### config.mk
export PLATFORM = sky130hd
export DESIGN_NAME = arp_ctrl
export DESIGN_NICKNAME = d
export VERILOG_FILES = /design/src/rtl/arp_pkg.sv /design/src/rtl/arp_ctrl.sv
export SDC_FILE = /design/constraint.sdc
export NUM_CORES = 1
export LEC_CHECK = 0
export BUFFER_PORTS_ARGS = -buffer_cell sky130_fd_sc_hd__buf_2
export CELL_PAD_IN_SITES_DETAIL_PLACEMENT = 0
export CELL_PAD_IN_SITES_GLOBAL_PLACEMENT = 1
export CORE_MARGIN = 1.5
export CORE_UTILIZATION = 28
export CTS_CLUSTER_DIAMETER = 30
export CTS_CLUSTER_SIZE = 24
export DETAILED_ROUTE_END_ITERATION = 6
export PLACE_DENSITY = 0.74
export SKIP_LAST_GASP = 1
export SYNTH_ARGS = -nofsm -noshare
export SYNTH_HDL_FRONTEND = slang
export SYNTH_SLANG_ARGS = --single-unit
### constraint.sdc
create_clock -name clk_i -period 1.5 [get_ports clk_i]
set_input_delay 0.075 -clock clk_i [delete_from_list [all_inputs] [get_ports clk_i]]
set_output_delay 0.075 -clock clk_i [all_outputs]
set_load 0.02 [all_outputs]
### src/rtl/arp_pkg.sv
// ----------------------------------------------------------------------------
// arp_pkg
// Shared types and constants of the atlas rectangle packer.
// ----------------------------------------------------------------------------
package arp_pkg;

  localparam int unsigned SizeBits = 13;
  localparam int unsigned BorderBits = 8;
  localparam int unsigned CfgIdxBits = 2;

  localparam logic [CfgIdxBits-1:0] CFG_ATLAS_WIDTH  = 2'd0;
  localparam logic [CfgIdxBits-1:0] CFG_ATLAS_HEIGHT = 2'd1;
  localparam logic [CfgIdxBits-1:0] CFG_BORDER       = 2'd2;

  typedef struct packed {
    logic [12:0] rect_width;
    logic [12:0] rect_height;
  } rect_req_t;

  typedef struct packed {
    logic [2:0]  page;
    logic [11:0] pos_x;
    logic [11:0] pos_y;
    logic        new_page;
    logic        overflow;
  } place_res_t;

  typedef struct packed {
    logic start;
    logic cnt_rd;
    logic cnt_load;
    logic node_rd;
    logic node_load;
    logic next_node;
    logic next_page;
    logic rect_rd;
    logic next_rect;
    logic fresh;
    logic set_ovf;
    logic commit;
    logic shift_rd;
    logic shift_wr;
    logic wr_lb;
    logic wr_rt;
    logic finish;
  } arp_cmd_t;

  typedef struct packed {
    logic page_end;
    logic pages_full;
    logic node_end;
    logic fits;
    logic rect_end;
    logic hit;
    logic store_ok;
    logic shift_more;
    logic out_busy;
  } arp_status_t;

endpackage

### src/rtl/arp_ctrl.sv
// ----------------------------------------------------------------------------
// arp_ctrl
// Sequencer for page, point and rectangle walks, commit, point shifting and writes.
// ----------------------------------------------------------------------------
module arp_ctrl
  import arp_pkg::*;
(
  input  logic        clk_i,
  input  logic        rst_ni,
  input  logic        in_valid_i,
  output logic        in_ready_o,
  input  arp_status_t st_i,
  output arp_cmd_t    cmd_o
);

  localparam logic [3:0] S_IDLE  = 4'd0;
  localparam logic [3:0] S_PAGE  = 4'd1;
  localparam logic [3:0] S_CNT   = 4'd2;
  localparam logic [3:0] S_NODE  = 4'd3;
  localparam logic [3:0] S_NCHK  = 4'd4;
  localparam logic [3:0] S_RECT  = 4'd5;
  localparam logic [3:0] S_RCHK  = 4'd6;
  localparam logic [3:0] S_CEVAL = 4'd7;
  localparam logic [3:0] S_SHCHK = 4'd8;
  localparam logic [3:0] S_SHWR  = 4'd9;
  localparam logic [3:0] S_PLB   = 4'd10;
  localparam logic [3:0] S_PRT   = 4'd11;
  localparam logic [3:0] S_FIN   = 4'd12;

  logic [3:0] state_q, state_d;

  always_comb begin
    state_d    = state_q;
    cmd_o      = '0;
    in_ready_o = 1'b0;
    unique case (state_q)
      S_IDLE: begin
        in_ready_o = 1'b1;
        if (in_valid_i) begin
          cmd_o.start = 1'b1;
          state_d     = S_PAGE;
        end
      end
      S_PAGE: begin
        if (st_i.page_end) begin
          if (st_i.pages_full) begin
            cmd_o.set_ovf = 1'b1;
            state_d       = S_FIN;
          end else begin
            cmd_o.fresh = 1'b1;
            state_d     = S_CEVAL;
          end
        end else begin
          cmd_o.cnt_rd = 1'b1;
          state_d      = S_CNT;
        end
      end
      S_CNT: begin
        cmd_o.cnt_load = 1'b1;
        state_d        = S_NODE;
      end
      S_NODE: begin
        if (st_i.node_end) begin
          cmd_o.next_page = 1'b1;
          state_d         = S_PAGE;
        end else begin
          cmd_o.node_rd = 1'b1;
          state_d       = S_NCHK;
        end
      end
      S_NCHK: begin
        cmd_o.node_load = 1'b1;
        state_d         = S_RECT;
      end
      S_RECT: begin
        if (!st_i.fits) begin
          cmd_o.next_node = 1'b1;
          state_d         = S_NODE;
        end else if (st_i.rect_end) begin
          state_d = S_CEVAL;
        end else begin
          cmd_o.rect_rd = 1'b1;
          state_d       = S_RCHK;
        end
      end
      S_RCHK: begin
        if (st_i.hit) begin
          cmd_o.next_node = 1'b1;
          state_d         = S_NODE;
        end else begin
          cmd_o.next_rect = 1'b1;
          state_d         = S_RECT;
        end
      end
      S_CEVAL: begin
        if (!st_i.store_ok) begin
          cmd_o.set_ovf = 1'b1;
          state_d       = S_FIN;
        end else begin
          cmd_o.commit = 1'b1;
          state_d      = S_SHCHK;
        end
      end
      S_SHCHK: begin
        if (st_i.shift_more) begin
          cmd_o.shift_rd = 1'b1;
          state_d        = S_SHWR;
        end else begin
          state_d = S_PLB;
        end
      end
      S_SHWR: begin
        cmd_o.shift_wr = 1'b1;
        state_d        = S_SHCHK;
      end
      S_PLB: begin
        cmd_o.wr_lb = 1'b1;
        state_d     = S_PRT;
      end
      S_PRT: begin
        cmd_o.wr_rt = 1'b1;
        state_d     = S_FIN;
      end
      S_FIN: begin
        if (!st_i.out_busy) begin
          cmd_o.finish = 1'b1;
          state_d      = S_IDLE;
        end
      end
      default: state_d = S_IDLE;
    endcase
  end

  always_ff @(posedge clk_i or negedge rst_ni) begin
    if (!rst_ni) begin
      state_q <= S_IDLE;
    end else begin
      state_q <= state_d;
    end
  end

endmodule

==> flow_summary.json <==
{
  "clock_skew_ns": 0.0000958,
  "fp.dieH_microns": 46.9,
  "r2r_start": "state_q[3]",
  "ys_types": 31,
  "antenna_found_initial": 0,
  "instances_no_fill": 144,
  "syn_to_final_growth_pct": 67.5,
  "hold_path.class": "input port to asynchronous set/reset pin",
  "reg2reg_depth": 5,
  "dp_hpwl_mm": 1.27,
  "overflow": 0,
  "setup_violations": 1,
  "grt_max_degree": 15,
  "synth_area_leaders": "dfrtp_1 (19%), a21oi_1 (6.5%), nor2_1 (6.3%)",
  "reg_top3": "state_q: 4 flops",
  "synth_most_common_cell": "nor2_1",
  "diodes": 0,
  "top_register": "state_q",
  "status": "finished, violations left",
  "syn-num-nets": 86,
  "root_buffer": "clkbuf_4",
  "first_iter_violations": 23,
  "r2r_end": "state_q[2]",
  "critPathCaptureType": "output port",
  "cts_max_path_buffers": 2,
  "drc_errors": 0,
  "path_clk_slew_ns": 0.04,
  "cp_max_fo": 7,
  "slowest_delay_ns": 0.45,
  "p_leak_nw": 0.448,
  "fin_ws_ns": -0.0110,
  "rrSetupSlack_ns": 0.10,
  "violations": "setup timing",
  "fmax_ghz": 0.662,
  "syn_inst": 74,
  "ys_ff_latch": 4,
  "slew_headroom": 0.827,
  "slowest_stage": "dfrtp_2",
  "place_inst": 127,
  "clock_latency_ns": 0.23,
  "postSynth.asyncResetShare": 1.00,
  "drv_cap": 0,
  "period_needed_ns": 1.51,
  "yosys.area.top_type": "dfrtp_1",
  "grt_pass1_vias": 591,
  "crit_arrival_ns": 1.44,
  "vias_per_cell": 5.06,
  "num_vias": 729,
  "track_usage": 0.161,
  "ir_drop_uv": 819,
  "p_per_area_mw_per_mm2": 2050,
  "seq_area_frac_synth": 0.186,
  "critical_path_required_ns": 1.42,
  "grt_setup_unrepaired": "true",
  "synth-edff-count": 0,
  "largest_reg_flops": 4,
  "synthFlopType": "dfrtp_1",
  "row_count": 15,
  "postRouteAntennaNets": 0,
  "utilization": 0.512,
  "wl_mm": 1.89,
  "avgSynthCellArea_sq_um": 7.29,
  "routedWlPerCell_microns": 13.1,
  "yosys-top-cells-count": "nor2_1 (9), a21oi_1 (7), nor3_1 (6), nand2b_1 (5)",
  "yosys_warnings": 0,
  "cts-htree-levels": 1,
  "portBuffers": 29,
  "io_pins": 30,
  "start_util": 0.306,
  "p_total_mw": 1.85,
  "cts_made_buffers": 3,
  "tightest_slew_ns": 0.257,
  "placed_cell_area_sq_um": 708,
  "drive_gt1_frac": 0.538,
  "cts.sinks": 4,
  "cts_tree": "yes",
  "critical_path.n_buffers_inverters": 1,
  "critPathTopFamily": "simple AND/OR/NAND/NOR gates",
  "worstSetupPathType": "register to output port",
  "die-area_sq_mm": 0.00220,
  "path_cells": "nand3b_1, nor2_1, a31oi_1, nor3_1, buf_2",
  "coreArea_sq_mm": 0.00176,
  "crit_path_start_kind": "register",
  "finalNetCount": 133,
  "die_w_microns": 46.9,
  "synth_top_cell_area_share": 0.186,
  "drt_pre_antenna_iters": 4,
  "synth_area_sq_um": 539,
  "period_share": 1.01,
  "grt_first_pass_wirelength_mm": 2.62,
  "maxSlewViolCount": 0,
  "gp_congestion": 0.826,
  "final-hold-violation-count": 0,
  "post-place-ws_ns": 0.0926,
  "final_area_sq_um": 903
}
-- per-layer routing --
layer	track usage	up-vias	wire length (microns)
met5	0	-	0
met4	0.0500	0	0
met3	0.0115	0	75
met2	0.249	20	965
met1	0.239	350	846
li1	-	359	-
-- metrics by stage --
step | hold slack, ns | TNS, ns
2_1_floorplan | -0.221 | 0
3_3_place_gp | -0.116 | 0
3_5_place_dp | -0.114 | 0
4_1_cts | 0.172 | -0.0572
5_1_grt | 0.204 | -0.345
6_report | 0.181 | -0.0110
-- report_power, final --
part	internal, mW	leakage [nW]	switching, mW	total, mW
clock	0.0893	0.0138	0.0407	0.130
sequential	0.171	0.0452	0.107	0.278
combinational	0.680	0.389	0.759	1.44
-- kinds of logic (layout without fill, tap and decap cells) --
group	count (synthesis)	count (layout)	share of synthesized area
buffers and inverters	11	56	0.125
and+or+nand+nor	40	40	0.457
DFF	4	4	0.186
AOI/OAI and AO/OA	18	18	0.213
muxes	1	1	0.0186
-- layout by cell type (no fill, tap or decap), drive strengths merged --
cell and n:
nor3 6, a31oi 2, mux2i 1, o311a 1, nor2 9, nand3b 2
o2bb2ai 1, nand2 4, a221o 1, clkbuf 3, dfrtp 4, a21oi 7
buf 48, dlygate4sd3 1, a21o 1, nor2b 1, nand3 3, and4 1
nor4 5, nor4bb 1, a2bb2oi 1, o22ai 2, o21ai 2, and2 1
inv 4, nand2b 7
-- repair_timing --
action / in CTS / in global routing
setup buffers: 0 / 13
gates resized for setup: 4 / 14
hold buffers: 1 / 0
endpoints found under the setup margin: 6 / 4
pin swaps: 0 / 4
gates cloned: 0 / 0
endpoints found under the hold margin: 4 / 0
-- final cells by class --
cell class                      instances  area (sq um)
Clock buffer                            3          22.5
Multi-Input combinational cell         59           415
Timing Repair Buffer                   49           315
Fill cell                             178           861
Tap cell                               25          31.3
Inverter                                4          15.0
Sequential cell                         4           104
-- worst max-delay path by stage --
stage,depth (start not counted),to,slack [ns],start
6_report,5,cmd_o[6],-0.01,state_q[2]
5_1_grt,5,cmd_o[6],-0.06,state_q[2]
4_1_cts,5,cmd_o[6],-0.05,state_q[2]
3_5_place_dp,3,state_q[2],0.09,state_q[3]
2_1_floorplan,3,cmd_o[16],0.03,state_q[3]
3_3_place_gp,3,state_q[2],0.13,state_q[3]
Power figures use the tool's default switching activity.
